<file path="src/rtl/fsgs_ram.sv">
// ----------------------------------------------------------------------------
// Generic simple dual port RAM
// One write port and one read port with a registered read. No reset.
// ----------------------------------------------------------------------------
module fsgs_ram #(
  parameter int WIDTH = 8,
  parameter int DEPTH = 16
) (
  input  logic                     clk_i,
  input  logic                     we_i,
  input  logic [$clog2(DEPTH)-1:0] waddr_i,
  input  logic [WIDTH-1:0]         wdata_i,
  input  logic [$clog2(DEPTH)-1:0] raddr_i,
  output logic [WIDTH-1:0]         rdata_o
);

  logic [WIDTH-1:0] mem_q [DEPTH];

  // Write and registered read; a read of the address being written sees the
  // old contents.
  always_ff @(posedge clk_i) begin
    if (we_i) begin
      mem_q[waddr_i] <= wdata_i;
    end
    rdata_o <= mem_q[raddr_i];
  end

endmodule

</file>
<file path="config.mk">
export PLATFORM = sky130hd
export DESIGN_NAME = fsgs_ram
export DESIGN_NICKNAME = d
export VERILOG_FILES = /design/src/rtl/fsgs_ram.sv
export SDC_FILE = /design/constraint.sdc
export NUM_CORES = 1
export LEC_CHECK = 0
export ABC_AREA = 0
export BUFFER_PORTS_ARGS = -buffer_cell sky130_fd_sc_hd__buf_2
export CAP_MARGIN = 15
export CORE_AREA = 2 2 112 114
export CTS_CLUSTER_SIZE = 14
export DETAILED_ROUTE_END_ITERATION = 7
export DIE_AREA = 0 0 114 116
export MAX_ROUTING_LAYER = met4
export PLACE_DENSITY_LB_ADDON = 0.12
export SLEW_MARGIN = 25
export SYNTH_ARGS = -nofsm -noshare
export SYNTH_HDL_FRONTEND = slang
export SYNTH_SLANG_ARGS = --single-unit
</file>
<file path="constraint.sdc">
create_clock -name clk_i -period 3.6 [get_ports clk_i]
set_clock_uncertainty 0.05 [all_clocks]
set_input_delay 0.72 -clock clk_i [delete_from_list [all_inputs] [get_ports clk_i]]
set_output_delay 0.72 -clock clk_i [all_outputs]
set_load 0.1 [all_outputs]
</file>
==> results.cfg <==
[run_status]
outcome = complete, no violations

[drt]
antenna_left = 0
via_count = 2353
post_drt_wl_per_cell_um = 23.1
drc_errors = 0
drtIter0Drc = 227
wirelength_um = 10000
first_pass_iters = 4
drt-vias-per-instance = 5.43

[synth]
yosysUniqueCellTypes = 19
syn_nets = 247
synth-seq-cells = 136
syn_avg_cell_area_um2 = 22.5
ys_seq_area_frac = 0.778
synth.cell_area_mm2 = 0.00515
yosysWarnings = 0
netlist_instances = 229

[setup_path]
critPathBufInv = 1
path_delay_family = buffers and inverters
max_stage_delay_ps = 450
crit-reg2reg-capture = rdata_o[0]
r2r-start = mem_q[1][0]
cp_data_required_time_ps = 2830
critPathLaunchType = flop
criticalPathCategory = flop to output port
reg2reg_slack_ps = 2140
worstPathMaxFanout = 1
cp_cell_sequence = buf_2
end_kind = output port
cp.arrival_ps = 1240
worst-r2r-cell-count = 3
cpMaxStageDelayCell = buf_2

[power_and_ir_drop]
pwr_density_cell_mw_per_mm2 = 586
p_leak_nw = 2.00
combPwrFrac = 0.067
ir_worst_vdd_uv = 316
p_int_mw = 2.75
clockPowerShare = 0.424
seqPwrFrac = 0.509
swShare = 0.215
switchingPower_mw = 0.750

[clock_tree]
root_buffer = clkbuf_16
cts_resized = 0
cts.sinks = 136
ctsLongestPathBuffers = 2
cts_buffers = 17
cts_hold_repair.buffers = 0
cts-htree-levels = 4
clk_pin_slew_ps = 50
cts_tree = done
cts_setup_buffers = 0
worstSkewPairLatency_ps = 410

[timing]
finalHoldViolations = 0
fmax_mhz = 496
worstMarginPinSlew_ps = 996
finalMaxSlewViolations = 0
rsz0062_at_grt = false
setup_ws_ps = 1590
relSlewSlack = 0.333
setup_viol = 0
min_period_over_period = 0.560
fin_tns_setup_ps = 0
hold_ws_ps = 615
min_period_ps = 2010

[global_route]
overflow = 0
grt_usage = 0.173
grt_pass1_vias = 2367
grt_pass1_wl_um = 14800
grt_max_degree = 33
antenna_found_initial = 0

[placement]
dpl_worst_slack_ps = 1170
place_hpwl_um = 6120
io_buffers = 25
place.gp.congestion = 0.771
dp.cells = 401

[floorplanning]
core_area_mm2 = 0.0119
die_h_um = 116
dieArea_mm2 = 0.0132
die_x_um = 114
io_pins = 26
initial_core_util = 0.432
rows = 40

[worst_hold_path]
hold_start = mem_q[14][5]
min_path_type = flop to flop
hold-path-endpoint = rdata_o[5]
hold_depth = 3

[finish]
fin_cells = 433
num_antenna_cells = 0
drive_gt1_frac = 0.273
finalNetCount = 291
nFillCells = 1001
areaGrowthSynthToFinish_pct = 15.9

[run]
cap_violations = 0
through the flow:
step	instance area, um^2	power, mW	utilization
after CTS	5970	3.53	0.501
after global placement	5460	2.05	0.458
final	5970	3.50	0.501
after floorplan	5150	1.98	-
after detailed placement	5460	2.05	0.458
after global routing	5970	3.62	0.501
cells in the mapped netlist (all sizes together):
master	count	area, um^2
and2b	1	7.51
nand3	1	5.00
clkdlybuf4s25	3	30.0
nand2	9	33.8
and2	1	6.26
nor2b	1	6.26
dfxtp	8	160
mux4	32	773
or3b	1	8.76
nand3b	2	15.0
buf	7	56.3
nor3	4	20.0
edfxtp	128	3840
nor2	13	48.8
a22oi	16	120
nand2b	2	12.5
flip-flops by register name, summed over array words and instances, names as in the netlist:
signal and cells:
rdata_o 8, mem_q 128
metal layers:
metal | GRT usage | vias up | share of wire | routed length (um)
li1 | - | 1067 | - | -
met1 | 0.230 | 1204 | 0.46 | 4580
met2 | 0.254 | 72 | 0.47 | 4740
met3 | 0.0481 | 10 | 0.057 | 568
met4 | 0.0707 | 0 | 0.012 | 125
met5 | - | - | 0 | 0
power groups by stage:
| stage | clock, mW | sequential, mW | combinational, mW |
|---|---|---|---|
| after floorplan | 0 | 1.89 | 0.0899 |
| after global placement | 0 | 1.81 | 0.237 |
| after detailed placement | 0 | 1.81 | 0.238 |
| after CTS | 1.51 | 1.78 | 0.238 |
| after global routing | 1.58 | 1.78 | 0.251 |
| final | 1.48 | 1.78 | 0.235 |
kinds of logic after synthesis:
kind of cell / Yosys count / synth area share
buffers and inverters: 10 / 0.0168
AOI/OAI and AO/OA: 16 / 0.0233
DFF: 136 / 0.778
and+or+nand+nor: 35 / 0.0318
muxes: 32 / 0.150
worst max path at each step:
stage / depth (start not counted) / slack, ps / endpoint / from
floorplan: 2 / 1340 / mem_q[0][0] / waddr_i[2]
global placement: 4 / 1210 / rdata_o[0] / raddr_i[1]
detailed placement: 3 / 1170 / mem_q[3][1] / waddr_i[2]
CTS: 1 / 1590 / rdata_o[6] / rdata_o[6]
global route: 4 / 1550 / rdata_o[7] / raddr_i[1]
finish: 1 / 1590 / rdata_o[6] / rdata_o[6]
placed cells by master (no fill, tap or decap):
| master | count |
|---|---|
| buf_2 | 25 |
| clkinv_2 | 5 |
| nand3b_1 | 2 |
| clkbuf_16 | 17 |
| dfxtp_1 | 8 |
| nand2b_1 | 2 |
| clkbuf_1 | 8 |
| and2_1 | 1 |
| nor3_1 | 4 |
| nor2_1 | 13 |
| nand2_1 | 9 |
| and2b_1 | 1 |
| or3b_2 | 1 |
| edfxtp_1 | 128 |
| buf_12 | 1 |
| buf_4 | 9 |
| nand3_1 | 1 |
| mux4_1 | 14 |
| a22oi_1 | 16 |
| nor2b_1 | 1 |
| clkbuf_8 | 2 |
| mux4_2 | 18 |
area by class of cell:
cell class / instances / area [um^2] / share of cell area
Clock buffer: 27 / 483 / 0.0810
Multi-Input combinational cell: 83 / 1060 / 0.177
Tap cell: 147 / 184 / 0.0308
Timing Repair Buffer: 35 / 213 / 0.0357
Sequential cell: 136 / 4000 / 0.671
Clock inverter: 5 / 25.0 / 0.00419
No activity file was read; power rests on OpenSTA's default activity.
