===== config.mk =====
export PLATFORM = sky130hd
export DESIGN_NAME = fsgs_cand
export DESIGN_NICKNAME = d
export VERILOG_FILES = /design/src/rtl/fsgs_pkg.sv /design/src/rtl/fsgs_cand.sv
export SDC_FILE = /design/constraint.sdc
export NUM_CORES = 1
export LEC_CHECK = 0
export BUFFER_PORTS_ARGS = -buffer_cell sky130_fd_sc_hd__buf_4
export CAP_MARGIN = 0
export CORE_AREA = 5 5 42 44
export DETAILED_ROUTE_END_ITERATION = 7
export DIE_AREA = 0 0 47 49
export GPL_TIMING_DRIVEN = 0
export PLACE_DENSITY = 0.76
export SLEW_MARGIN = 20
export SYNTH_ARGS = -nofsm -noshare
export SYNTH_HDL_FRONTEND = slang
export SYNTH_SLANG_ARGS = --single-unit
export TNS_END_PERCENT = 1

===== constraint.sdc =====
create_clock -name vclk -period 2.3
set_clock_uncertainty 0.05 [all_clocks]
set_input_delay 0.46 -clock vclk [all_inputs]
set_output_delay 0.46 -clock vclk [all_outputs]
set_load 0.02 [all_outputs]

===== src/rtl/fsgs_pkg.sv =====
// ----------------------------------------------------------------------------
// Falling sand grid step package
// Grid sizes, particle record layout, probe direction codes and shared helpers.
// ----------------------------------------------------------------------------
package fsgs_pkg;

  // Grid geometry. Rows and columns are powers of two, so a cell address is
  // the row and column bits placed side by side.
  localparam int X_W        = 6;
  localparam int Y_W        = 6;
  localparam int GRID_W     = 2 ** X_W;
  localparam int GRID_H     = 2 ** Y_W;
  localparam int CELL_W     = X_W + Y_W;
  localparam int CELL_COUNT = 2 ** CELL_W;

  // Particle list sizes.
  localparam int IDX_W    = 12;
  localparam int MAX_PART = 2 ** IDX_W;
  localparam int CNT_W    = IDX_W + 1;

  // Particle kinds.
  localparam logic KIND_SAND  = 1'b0;
  localparam logic KIND_WATER = 1'b1;

  // Operation codes carried with each request.
  typedef enum logic [1:0] {
    OP_SPAWN = 2'd0,
    OP_TICK  = 2'd1,
    OP_READ  = 2'd2
  } op_e;

  // Probe directions, tried in this order.
  typedef enum logic [2:0] {
    ATT_DOWN       = 3'd0,
    ATT_DOWN_LEFT  = 3'd1,
    ATT_DOWN_RIGHT = 3'd2,
    ATT_LEFT       = 3'd3,
    ATT_RIGHT      = 3'd4
  } att_e;

  // One entry of the particle list.
  typedef struct packed {
    logic             settled;
    logic             kind;
    logic [Y_W-1:0]   y;
    logic [X_W-1:0]   x;
  } particle_t;

  // Candidate cell produced by the probe unit.
  typedef struct packed {
    logic              ok;
    logic [X_W-1:0]    x;
    logic [Y_W-1:0]    y;
    logic [CELL_W-1:0] addr;
  } cand_t;

  // Linear cell address: row times grid width plus column.
  function automatic logic [CELL_W-1:0] cell_of(input logic [X_W-1:0] x,
                                                input logic [Y_W-1:0] y);
    cell_of = {y, x};
  endfunction

endpackage


===== src/rtl/fsgs_cand.sv =====
// ----------------------------------------------------------------------------
// Falling sand probe unit
// Turns a particle position and a probe direction into a candidate cell,
// with a flag that says whether that cell lies on the grid.
// ----------------------------------------------------------------------------
module fsgs_cand (
  input  logic [fsgs_pkg::X_W-1:0] x_i,
  input  logic [fsgs_pkg::Y_W-1:0] y_i,
  input  fsgs_pkg::att_e           att_i,
  output fsgs_pkg::cand_t          cand_o
);

  logic [fsgs_pkg::X_W-1:0] nx;
  logic [fsgs_pkg::Y_W-1:0] ny;
  logic                     ok;
  logic                     at_left;
  logic                     at_right;

  assign at_left  = (x_i == '0);
  assign at_right = (x_i == fsgs_pkg::X_W'(fsgs_pkg::GRID_W - 1));

  // Neighbor selection. The caller only probes downward when the particle
  // is above the bottom row, so the row below is always on the grid.
  always_comb begin
    nx = x_i;
    ny = y_i;
    ok = 1'b1;
    case (att_i)
      fsgs_pkg::ATT_DOWN: begin
        ny = y_i + 1'b1;
      end
      fsgs_pkg::ATT_DOWN_LEFT: begin
        nx = x_i - 1'b1;
        ny = y_i + 1'b1;
        ok = !at_left;
      end
      fsgs_pkg::ATT_DOWN_RIGHT: begin
        nx = x_i + 1'b1;
        ny = y_i + 1'b1;
        ok = !at_right;
      end
      fsgs_pkg::ATT_LEFT: begin
        nx = x_i - 1'b1;
        ok = !at_left;
      end
      fsgs_pkg::ATT_RIGHT: begin
        nx = x_i + 1'b1;
        ok = !at_right;
      end
      default: begin
        ok = 1'b0;
      end
    endcase
  end

  assign cand_o.ok   = ok;
  assign cand_o.x    = nx;
  assign cand_o.y    = ny;
  assign cand_o.addr = fsgs_pkg::cell_of(nx, ny);

endmodule


==> flow_summary.ini <==
[status]
outcome = complete, but fails checks
violations = setup timing

[sta]
slew_headroom_pct = 83.4
min_period_over_period_pct = 110
rsz0062_at_grt = yes
worst_slack_ns = -0.234
holdWs_ns = 1.18
min_period_ns = 2.53
tightest_slew_ns = 0.249
finalHoldViolCount = 0
fmax_ghz = 0.395
setup_viol = 5
slew_viol_final = 0
tns_ns = -0.673

[place]
globalplace.congestion = 0.838
port_buffers = 39
dp_hpwl_um = 1190
dp.cells = 116

[synth]
synth.cell_area_sq_um = 449
ys_warn_count = 0
synth.net_count = 78
synth_cells = 61
avgSynthCellArea_sq_um = 7.36
synth_seq_area_share_pct = 0
synth.distinct_cells = 23

[finish]
layout_commonest_cell = buf_4
drive_gt1_share_pct = 70.5
final_cell_mix = buf_4, xnor2_1, nand2_1, xor2_1, nor2_1
seqCellArea_sq_um = 0
layout.nets = 124
seq_cells = 0
diodes = 0
finalNonFillerCells = 121
multiInputGateArea_sq_um = 414
num-fill-cells = 127
clock_buffers = 0
syn2layout_area_growth_pct = 103

[grt]
grt_max_degree = 9
antenna_found_initial = 0
globalRouteTotalUtil_pct = 12.9
grt-ovfl-total = 0
grt_pass1_wl_um = 2410
grt_pass1_vias = 609

[worst_setup_path]
worst_path_max_delay_cell = ha_2
end_kind = output pin
path_cells = buf_12 -> xnor2_4 -> nor2_4 -> xnor2_2 -> ha_2 -> nor2_2 -> a32oi_2 -> o31ai_4 -> xor2_2 -> buf_4 -> buf_6
startpoint_type = input pin
cp-endpoint = cand_o[20]
startpoint = att_i[1]
crit_type = input pin to output pin
worstPathRequired_ns = 1.79
cp.arrival_ns = 2.02
cp_max_fo = 5
critical-path-max-stage-delay_ns = 0.24

[routing]
drt_iter0_markers = 3
firstDrtPassIters = 3
ant_nets = 0
viasPerCell = 4.74
vias = 573
drc = 0
wl_per_cell_um = 12.0
routed_wl_um = 1450

[floorplanning]
die_w_um = 47
die_h_um = 49
rows = 14
design.portCount = 40
start_util_pct = 32.1
coreArea_sq_um = 1400
design.die.area_sq_um = 2300

[pwr]
cellLeakagePower_nw = 0.437
power_density_nw_per_um2 = 308
peakVddDrop_v = 0.000171
power_uw = 280

[min_path]
hold_class = input pin to output pin
min_path_cells = 3

[flow_run]
maxCapViolCount = 0
-- timing repair --
item,in CTS,in global routing
gates cloned,0,0
endpoints found under the setup margin,6,10
setup buffers,4,1
hold buffers,0,0
gates resized for setup,4,7
pin swaps,9,4
-- report_power, final --
group | switching (mW) | internal [mW] | leakage (nW) | total, mW
clock | 0 | 0 | 0 | 0
combinational | 0.135 | 0.146 | 0.437 | 0.280
sequential | 0 | 0 | 0 | 0
total | 0.135 | 0.146 | 0.437 | 0.280
-- per-stage QoR --
step	setup slack [ns]	instance area, sq um	utilization [%]
finish	-0.234	911	65.0
detailed placement	-0.350	807	57.6
global route	-0.321	911	65.0
floorplan	-0.258	494	-
CTS	-0.146	866	61.8
global placement	-0.340	807	57.6
-- routing by layer --
layer,wire length [um],global-route usage [%]
met5,0,0
met4,0,1.38
met3,141,2.58
met2,828,24.7
met1,480,14.3
-- cell type report --
cell class | count | area share [%]
Buffer | 14 | 12.9
Multi-Input combinational cell | 47 | 45.5
Tap cell | 16 | 2.20
Timing Repair Buffer | 44 | 39.4
-- cells in the mapped netlist (2+ instances only) --
cell type	number	area [sq um]
buf_4	13	97.6
mux2_2	2	22.5
nand4_1	2	12.5
a21oi_1	3	15.0
ha_1	2	25.0
nand2_1	4	15.0
nand3_1	2	10.0
nor2_1	7	26.3
xnor2_1	8	70.1
xor2_1	5	43.8
-- how the worst min path moves through the flow --
stage            endpoint  slack [ns]  startpoint
2_1_floorplan   cand_o[2]        0.96      x_i[2]
3_3_place_gp   cand_o[11]        1.17      y_i[5]
3_5_place_dp   cand_o[11]        1.19      y_i[5]
4_1_cts        cand_o[11]        1.19      y_i[5]
5_1_grt        cand_o[11]        1.20      y_i[5]
6_report       cand_o[11]        1.18      y_i[5]
-- critical path, delay by kind of cell --
family / cells / cell delay [ns]
buffers and inverters: 3 / 0.37
and+or+nand+nor: 2 / 0.17
adders and majority gates: 1 / 0.24
AOI/OAI and AO/OA: 2 / 0.34
xor gates and xnor gates: 3 / 0.42
-- logic make-up after synthesis --
family	Yosys count	synth area share, %
compound gates	8	12.3
xor+xnor	13	25.3
simple gates	21	25.3
mux	2	5.01
fa+ha+maj	3	7.80
buf+inv	14	24.2
No activity file was read; power rests on OpenSTA's default activity.
